## src/design/assert_macros.svh

```systemverilog
// ---------------------------------------------------------------------------
// Assertion macros shared by the RTL of the cross descriptor distance core.
// Each macro names the clock i_clk and the active-low reset i_rst_n.
// ---------------------------------------------------------------------------
`ifndef ASSERT_MACROS_SVH
`define ASSERT_MACROS_SVH

// A property that holds at every clock edge outside reset.
`define GCDD_ASSERT(lbl, prop, msg) \
    lbl: assert property (@(posedge i_clk) disable iff (!i_rst_n) (prop)) \
        else $error(msg);

// A condition that, once seen, is followed by a property in the next cycle.
`define GCDD_ASSERT_NEXT(lbl, cond, prop, msg) \
    lbl: assert property (@(posedge i_clk) disable iff (!i_rst_n) \
        (cond) |=> (prop)) else $error(msg);

`endif

```

## src/design/gcdd_pkg.sv

```systemverilog
// ---------------------------------------------------------------------------
// gcdd_pkg
// Types and fixed widths shared by the cross descriptor distance core.
// ---------------------------------------------------------------------------
`default_nettype none

package gcdd_pkg;

    localparam int GRAD_W    = 16;
    localparam int PROD_W    = 2 * GRAD_W;
    localparam int CROSS_W   = PROD_W + 1;
    localparam int DIST_W    = 43;
    localparam int OUT_CNT_W = 11;

    localparam logic [DIST_W-1:0] DIST_MAX = {DIST_W{1'b1}};

    typedef enum logic [2:0] {
        S_IDLE,
        S_STORE,
        S_DIV_LOAD,
        S_DIV,
        S_SCAN,
        S_EMIT
    } t_state;

    typedef struct packed {
        logic div_load;
        logic div_step;
        logic scan_start;
        logic scan_step;
        logic emit;
    } t_cmd;

    typedef struct packed {
        logic div_done;
        logic scan_done;
    } t_stat;

endpackage

`default_nettype wire

```

## src/design/gcdd_ctrl.sv

```systemverilog
// ---------------------------------------------------------------------------
// gcdd_ctrl
// Sequencer: accumulates cells, then runs the mean division, the L1 scan
// and the result beat.
// ---------------------------------------------------------------------------
`default_nettype none

`include "assert_macros.svh"

module gcdd_ctrl
    import gcdd_pkg::*;
(
    input  wire logic  i_clk,
    input  wire logic  i_rst_n,
    input  wire logic  i_accept_last,
    input  wire t_stat i_stat,
    output t_cmd       o_cmd,
    output logic       o_busy
);

    t_state r_state;
    t_state n_state;

    always_ff @(posedge i_clk) begin
        if (!i_rst_n) begin
            r_state <= S_IDLE;
        end else begin
            r_state <= n_state;
        end
    end

    always_comb begin
        n_state = r_state;
        case (r_state)
            S_IDLE: begin
                if (i_accept_last) begin
                    n_state = S_STORE;
                end
            end
            S_STORE:    n_state = S_DIV_LOAD;
            S_DIV_LOAD: n_state = S_DIV;
            S_DIV: begin
                if (i_stat.div_done) begin
                    n_state = S_SCAN;
                end
            end
            S_SCAN: begin
                if (i_stat.scan_done) begin
                    n_state = S_EMIT;
                end
            end
            S_EMIT:     n_state = S_IDLE;
            default:    n_state = S_IDLE;
        endcase
    end

    always_comb begin
        o_cmd  = '0;
        o_busy = 1'b1;
        case (r_state)
            S_IDLE:  o_busy = 1'b0;
            S_STORE: o_busy = 1'b1;
            S_DIV_LOAD: begin
                o_cmd.div_load   = 1'b1;
                o_cmd.scan_start = 1'b1;
            end
            S_DIV:   o_cmd.div_step  = 1'b1;
            S_SCAN:  o_cmd.scan_step = 1'b1;
            S_EMIT:  o_cmd.emit      = 1'b1;
            default: o_busy = 1'b0;
        endcase
    end

    `GCDD_ASSERT(a_emit_after_work, !o_cmd.emit || (i_stat.div_done && i_stat.scan_done),
        "result emitted before division and scan finished")
    `GCDD_ASSERT(a_idle_no_work, o_busy || (o_cmd == '0),
        "work command issued while idle")
    `GCDD_ASSERT_NEXT(a_last_makes_busy, i_accept_last, o_busy,
        "not busy after the last cell")

endmodule

`default_nettype wire

```

## config.mk

```make
export PLATFORM = sky130hd
export DESIGN_NAME = gcdd_ctrl
export DESIGN_NICKNAME = d
export VERILOG_FILES = /design/src/design/gcdd_pkg.sv /design/src/design/gcdd_ctrl.sv
export VERILOG_INCLUDE_DIRS = /design/src /design/src/design
export SDC_FILE = /design/constraint.sdc
export NUM_CORES = 1
export LEC_CHECK = 0
export ABC_AREA = 0
export BUFFER_PORTS_ARGS = -buffer_cell sky130_fd_sc_hd__buf_4
export CAP_MARGIN = 15
export CORE_AREA = 2 2 39 41
export CTS_CLUSTER_DIAMETER = 120
export CTS_CLUSTER_SIZE = 24
export DETAILED_ROUTE_END_ITERATION = 6
export DIE_AREA = 0 0 41 43
export PLACE_DENSITY = 0.32
export SETUP_SLACK_MARGIN = 0.5
export SLEW_MARGIN = 20
export SYNTH_ARGS = -nofsm -noshare
export SYNTH_HDL_FRONTEND = slang
export SYNTH_SLANG_ARGS = --single-unit
```

## constraint.sdc

```tcl
create_clock -name i_clk -period 2.74 [get_ports i_clk]
set_clock_uncertainty 0.1 [all_clocks]
set_input_delay 0.548 -clock i_clk [delete_from_list [all_inputs] [get_ports i_clk]]
set_output_delay 0.548 -clock i_clk [all_outputs]
set_load 0.01 [all_outputs]
```

; After elaboration in Yosys (flattened, before gate mapping)
; Index checks and enable logic that the tools add are counted.
[totals]
ff_bits = 3
inputBits = 5
output_inout_bits = 6
elab_cells = 21
[op_classes]
eq_ne = 8
mux = 9
n_reduce_logical = 3
[ops]
columns = cell, n
row1 = 3-bit one-hot mux with 5 select lines, 1
row2 = 3-bit 2-to-1 mux, 3
row3 = "3-bit by 2-bit equality test with 1-bit output, second input constant", 2
row4 = "3-bit equality test, second input constant", 2
row5 = "2-bit inequality test, second input constant", 3
row6 = 1-bit 2-to-1 mux, 5
row7 = 5-bit OR reduction, 1
row8 = "3-bit by 1-bit equality test with 1-bit output, second input constant", 1
row9 = 3-bit logical NOT, 1
row10 = 3-bit AND reduction, 1

; Logic depth before layout (Yosys ltp)
; Gate-level depths: netlist (run 1).
[logic_depth]
ltp_word = 3
mapped_depth = 4
ltp_nobuf = 3

; Worst setup path before layout (run 1)
; OpenSTA, ideal clock, no wires.
[synth_path]
kind = reg-to-output
start = register r_state[1]
end = output port o_cmd[4] in the netlist's numbering
arrival_ns = 1.048
required_time_ns = 2.092
path_slack_ns = 1.044
path_stages_with_launch = 4
path_buffers = 2
path_cell_list = dfxtp_1 -> buf_2 -> nor3b_1 -> buf_4
[synth_lines]
columns = item, line_no
row1 = start: declaration, gcdd_ctrl.sv:21  ; t_state r_state;
row2 = start signal: assignment, gcdd_ctrl.sv:28  ; r_state <= n_state;
row3 = end: declaration, gcdd_ctrl.sv:17  ; output t_cmd o_cmd,

==> impl_metrics.env, run 1 <==
export IMPL_syn_area_per_cell_um2=9.10
export IMPL_p_per_area_nw_per_um2=550
export IMPL_holdWs_ns=0.440
export IMPL_crit_path_end_kind="output port"
export IMPL_drt_wl_total_um=459
export IMPL_synthMostInstantiatedCell="dfxtp_1"
export IMPL_cts_setup_buffers=0
export IMPL_r2r_slack_ns=1.64
export IMPL_largest_register_ffs=3
export IMPL_syn_to_final_growth_pct=50.6
export IMPL_path_clk_slew_ns=0.04
export IMPL_max_freq_mhz=544
export IMPL_top_regs="r_state x3"
export IMPL_final_nets=39
export IMPL_drt_iter0_drc=4
export IMPL_worstPathCellList="nor3b_1, buf_4"
export IMPL_drc=0
export IMPL_power_leakage_uw=0.000130
export IMPL_fillers=168
export IMPL_period_needed_ns=1.84
export IMPL_critPathKind="flop to output port"
export IMPL_synth_flop_cell="dfxtp_1"
export IMPL_met3_usage_pct=3.14
export IMPL_die_x_um=41
export IMPL_setup_ws_ns=0.901
export IMPL_cts_root_buf="clkbuf_4"
export IMPL_pre_cts_ws_ns=1.15
export IMPL_yosysWarnings=0
export IMPL_portBuffers=10
export IMPL_vias=188
export IMPL_critPathArrivalTime_ns=1.19
export IMPL_grt_setup_unrepaired="no"
export IMPL_fp_row_count=14
export IMPL_grt_use_met2_pct=7.81
export IMPL_post_cts_resized=0
export IMPL_synth_compound_area_share_pct=17.5
export IMPL_yosysSeqAreaShare_pct=30.0
export IMPL_busiest_layer="met1"
export IMPL_drtAntennaViolNets=0
export IMPL_cts_sinks=3
export IMPL_grt_pass1_wl_um=779
export IMPL_synth_cells=22
export IMPL_max_slew_margin_rel_pct=77.6
export IMPL_worst_setup_path_start_kind="flop"
export IMPL_grt_pass1_vias=180
export IMPL_drv_slew=0
export IMPL_crit_path_end="o_cmd[2]"
export IMPL_synthesis_area_um2=200
export IMPL_ys_types=15
export IMPL_synth_xor_area_share_pct=0
export IMPL_status="finished clean"
export IMPL_synth_area_leaders="dfxtp_1 30%, and3b_2 10%, nor3b_4 9.4%, buf_4 7.5%, nor3b_1 7.5%"
export IMPL_fin_util_pct=21.8
export IMPL_final_layout_size_suffix_gt1_share_pct=51.5
export IMPL_grt_overflow=0
export IMPL_synth_edf_count=0
export IMPL_grt_max_degree=11
export IMPL_place_congestion=0.676
export IMPL_top_register="r_state"
export IMPL_crit_start="r_state[1]$_SDFFE_PN0P_"
export IMPL_met1_usage_pct=9.03
export IMPL_crit_required_ns=2.09
export IMPL_initial_core_util_pct=14.5
export IMPL_reg2reg_depth=3
export IMPL_hpwl_um=349
export IMPL_async_flop_share_pct=0
export IMPL_muxShareOfSynthArea_pct=0
export IMPL_rr_endpoint="r_state[0]$_SDFFE_PN0P_"
export IMPL_drv_cap=0
export IMPL_vias_per_cell=3.84
export IMPL_synth_adder_area_share_pct=0
export IMPL_r2r_start="r_state[2]$_SDFFE_PN0P_"
export IMPL_finalHoldViolCount=0
export IMPL_wl_per_cell_um=9.37
export IMPL_synth_top_area_share_pct=30.0
export IMPL_synth_simple_area_share_pct=42.5
export IMPL_numCtsBuffers=3
export IMPL_synth_top_family_by_area="simple AND/OR/NAND/NOR gates"
export IMPL_fin_crit_sh_pct=67.1
export IMPL_critPathMaxFanout=10
export IMPL_io_pins=11
export IMPL_setup_tns_ns=0
export IMPL_cts_tree="yes"
export IMPL_synth_fp_nets=27
export IMPL_num_antenna_cells=0
export IMPL_die_area_um2=1760
export IMPL_crit_slowest_cell="dfxtp_1"
export IMPL_htreeDepth=1
export IMPL_tightest_slew_ns=0.335
export IMPL_cp_slowest_stage_delay_ns=0.51
export IMPL_clk_path_buf_depth=2
export IMPL_dieHeight_um=43
export IMPL_drt_first_pass_iters=2
export IMPL_cts_hold_buf=0
export IMPL_hold_path_class="input port to flop"
export IMPL_coreArea_um2=1380
export IMPL_antenna_found_initial=0
export IMPL_grt_util_all_layers_pct=6.83
export IMPL_setup_viol=0
export IMPL_ir_drop_v=0.000147
export IMPL_synth_top_area_cell="dfxtp_1"
export IMPL_ys_seq_elements=3
export IMPL_clkLatencyLatePin_ns=0.23
## layout by cell type, fill, tap and decap left out, drive strengths merged
cell and instances:
nand2 1, clkbuf 4, nor3 1, and4b 1
and3b 2, a21boi 1, nor2b 1, o21ai 2
buf 10, o21a 1, nand3 1, dfxtp 3
nor3b 3, a21oi 2
## worst min-delay path by stage
stage / startpoint / to / depth (start not counted)
4_1_cts: i_rst_n / r_state[2]$_SDFFE_PN0P_ / 2
2_1_floorplan: r_state[2]$_SDFFE_PN0P_ / r_state[1]$_SDFFE_PN0P_ / 1
5_1_grt: i_rst_n / r_state[2]$_SDFFE_PN0P_ / 2
3_3_place_gp: r_state[2]$_SDFFE_PN0P_ / r_state[1]$_SDFFE_PN0P_ / 1
6_report: i_rst_n / r_state[2]$_SDFFE_PN0P_ / 2
3_5_place_dp: r_state[2]$_SDFFE_PN0P_ / r_state[1]$_SDFFE_PN0P_ / 1
## where the power goes
group          internal (uW)  leakage, uW  switching [uW]  total (uW)
Sequential              47.5    0.0000246            9.30        56.8
Combinational           18.8    0.0000908            12.0        30.8
Clock                   54.6    0.0000150            23.6        78.2
## area by class of cell
class	instances	area, um2	area share [%]
timing repair buffer	10	75.1	24.9
clock buffer	4	26.3	8.71
sequential	3	60.1	19.9
tap	16	20.0	6.64
multi-input combinational	16	120	39.8
## kinds of logic (layout without fill, tap and decap cells)
family          Yosys count  in the layout
flops                     3              3
simple gates             10             10
buf+inv                   3             14
compound gates            6              6
## worst max-delay path, delay by kind of cell (launching register included)
family / cells / cell delay [ns]
buf+inv: 1 / 0.17
simple gates: 1 / 0.29
flops: 1 / 0.51
## layer usage
metal | up-vias | wire length (um)
li1 | 101 | -
met1 | 83 | 204
met2 | 4 | 233
met3 | 0 | 21
met4 | 0 | 0
met5 | - | 0
## through the flow
stage | area, um2 | std cells | power, uW
6_report | 302 | 49 | 166
5_1_grt | 302 | 49 | 180
4_1_cts | 302 | 49 | 169
3_5_place_dp | 275 | 45 | 88.5
3_3_place_gp | 275 | 45 | 88.7
2_1_floorplan | 200 | 22 | 76.1
No activity file was read; power rests on OpenSTA's default activity.
==> run 2, diff against run 1 <==
- PLACE_DENSITY: 0.32 -> 0.33
- clock period: 2.74 -> 1.54 ns (I/O delays scaled with it)
==> impl_metrics.env, run 2 (synthesis results as in run 1) <==
export IMPL_status="finished clean"
export IMPL_top_register="r_state"
export IMPL_cp_depth=2
export IMPL_grt_overflow=0
export IMPL_critPathArrivalTime_ns=0.99
export IMPL_drt_wl_total_um=486
export IMPL_power_leakage_uw=0.000160
export IMPL_instances_no_fill=53
export IMPL_cts_sinks=3
export IMPL_num_antenna_cells=0
export IMPL_clk_path_buf_depth=2
export IMPL_path_clk_slew_ns=0.04
export IMPL_p_per_area_nw_per_um2=866
export IMPL_antenna_found_initial=0
export IMPL_drt_iter0_drc=0
export IMPL_die_x_um=41
export IMPL_pwr_share_seq_pct=31.3
export IMPL_max_freq_mhz=717
export IMPL_critical_path_buf_inv_count=1
export IMPL_cts_root_buf="clkbuf_4"
export IMPL_cts_hold_buf=0
export IMPL_layout_common_cells="11 x buf_4, 3 x clkbuf_4, 3 x buf_6, 3 x dfxtp_4"
export IMPL_initial_core_util_pct=14.5
export IMPL_coreArea_um2=1380
export IMPL_grt_setup_unrepaired="yes"
export IMPL_pre_cts_ws_ns=0.222
export IMPL_htreeDepth=1
export IMPL_fp_row_count=14
export IMPL_fin_crit_sh_pct=90.5
export IMPL_drtAntennaViolNets=0
export IMPL_top_regs="r_state x3"
export IMPL_p_sw_share_pct=27.0
export IMPL_crit_slowest_cell="dfxtp_4"
export IMPL_drt_first_pass_iters=1
export IMPL_final_layout_size_suffix_gt1_share_pct=70.3
export IMPL_final_cell_area_um2=370
export IMPL_drv_cap=0
export IMPL_wl_per_cell_um=9.17
export IMPL_r2r_start="r_state[0]$_SDFFE_PN0P_"
export IMPL_crit_path_end_kind="output port"
export IMPL_setup_ws_ns=0.146
export IMPL_layout_commonest_cell="buf_4"
export IMPL_drc=0
export IMPL_critPathTopFamily="flip-flops"
export IMPL_cp_slowest_stage_delay_ns=0.40
export IMPL_io_pins=11
export IMPL_hold_path_class="input port to flop"
export IMPL_worstPathCellList="nor3b_4, buf_4"
export IMPL_ir_drop_v=0.000216
export IMPL_crit_start="r_state[2]$_SDFFE_PN0P_"
export IMPL_grt_pass1_wl_um=779
export IMPL_setup_viol=0
export IMPL_r2r_slack_ns=0.33
export IMPL_fillers=156
export IMPL_syn_to_final_growth_pct=85.0
export IMPL_cts_tree="yes"
export IMPL_grt_util_all_layers_pct=7.31
export IMPL_power_internal_uw=234
export IMPL_rr_endpoint="r_state[2]$_SDFFE_PN0P_"
export IMPL_p_clk_share_pct=43.5
export IMPL_finalHoldViolCount=0
export IMPL_setup_tns_ns=0
export IMPL_dieHeight_um=43
export IMPL_final_nets=43
export IMPL_critPathMaxFanout=9
export IMPL_place_area_um2=289
export IMPL_vias=212
export IMPL_worst_setup_path_start_kind="flop"
export IMPL_crit_required_ns=1.13
export IMPL_numCtsBuffers=3
export IMPL_crit_path_end="o_cmd[1]"
export IMPL_grt_max_degree=10
export IMPL_p_sw_uw=86.6
export IMPL_reg2reg_depth=4
export IMPL_vias_per_cell=4.00
export IMPL_largest_register_ffs=3
export IMPL_clkLatencyLatePin_ns=0.23
export IMPL_place_inst=45
export IMPL_holdWs_ns=0.198
export IMPL_max_slew_margin_rel_pct=89.7
export IMPL_tightest_slew_ns=0.153
export IMPL_grt_pass1_vias=190
export IMPL_die_area_um2=1760
export IMPL_period_needed_ns=1.39
export IMPL_critPathKind="flop to output port"
export IMPL_place_congestion=0.641
export IMPL_pwr_share_comb_pct=25.2
export IMPL_drv_slew=0
export IMPL_portBuffers=10
run 2: cell count changes in the layout (fill, tap and decap cells not counted), sizes merged:
cell	previous run	this run
buf	10	14
run 2: area by class of cell:
type / count / area (um2) / share of cell area, %
repair buffers: 14 / 116 / 31.4
multi-input cells: 16 / 136 / 36.8
clock buffers: 4 / 26.3 / 7.09
flip-flops and latches: 3 / 71.3 / 19.3
well taps: 16 / 20.0 / 5.41
run 2: what timing repair did:
item,4_1_cts,5_1_grt
buffers inserted,3,1
resized for setup,7,2
endpoints found under the setup margin,9,9
pin swaps,0,2
run 2: per-layer routing:
metal / global-route usage [%] / vias to the layer above / share of wire, %
met3: 3.14 / 2 / 8.8
met2: 7.50 / 11 / 41
li1: - / 108 / -
met4: 10.0 / 0 / 3.1
met1: 8.95 / 91 / 47
met5: 0 / - / 0
run 2: power by group through the flow:
stage                     sequential, uW  clock, uW  combinational [uW]
after floorplan                     89.6          0                58.2
after global placement               106          0                58.6
after detailed placement             106          0                59.1
after CTS                            101        149                74.0
after global routing                 102        164                88.8
final                                100        140                80.8
run 2: stage by stage:
stage	power (uW)	utilization, %
after detailed placement	165	20.9
after CTS	324	25.9
after floorplan	148	-
after global routing	355	26.8
after global placement	164	20.9
final	321	26.8
run 2: how the worst min path moves through the flow:
stage / startpoint / end / depth (start not counted)
after global routing: i_rst_n / r_state[2]$_SDFFE_PN0P_ / 2
final: i_rst_n / r_state[2]$_SDFFE_PN0P_ / 2
after detailed placement: r_state[2]$_SDFFE_PN0P_ / r_state[1]$_SDFFE_PN0P_ / 1
after global placement: r_state[2]$_SDFFE_PN0P_ / r_state[1]$_SDFFE_PN0P_ / 1
after floorplan: i_rst_n / r_state[2]$_SDFFE_PN0P_ / 1
after CTS: i_rst_n / r_state[2]$_SDFFE_PN0P_ / 2
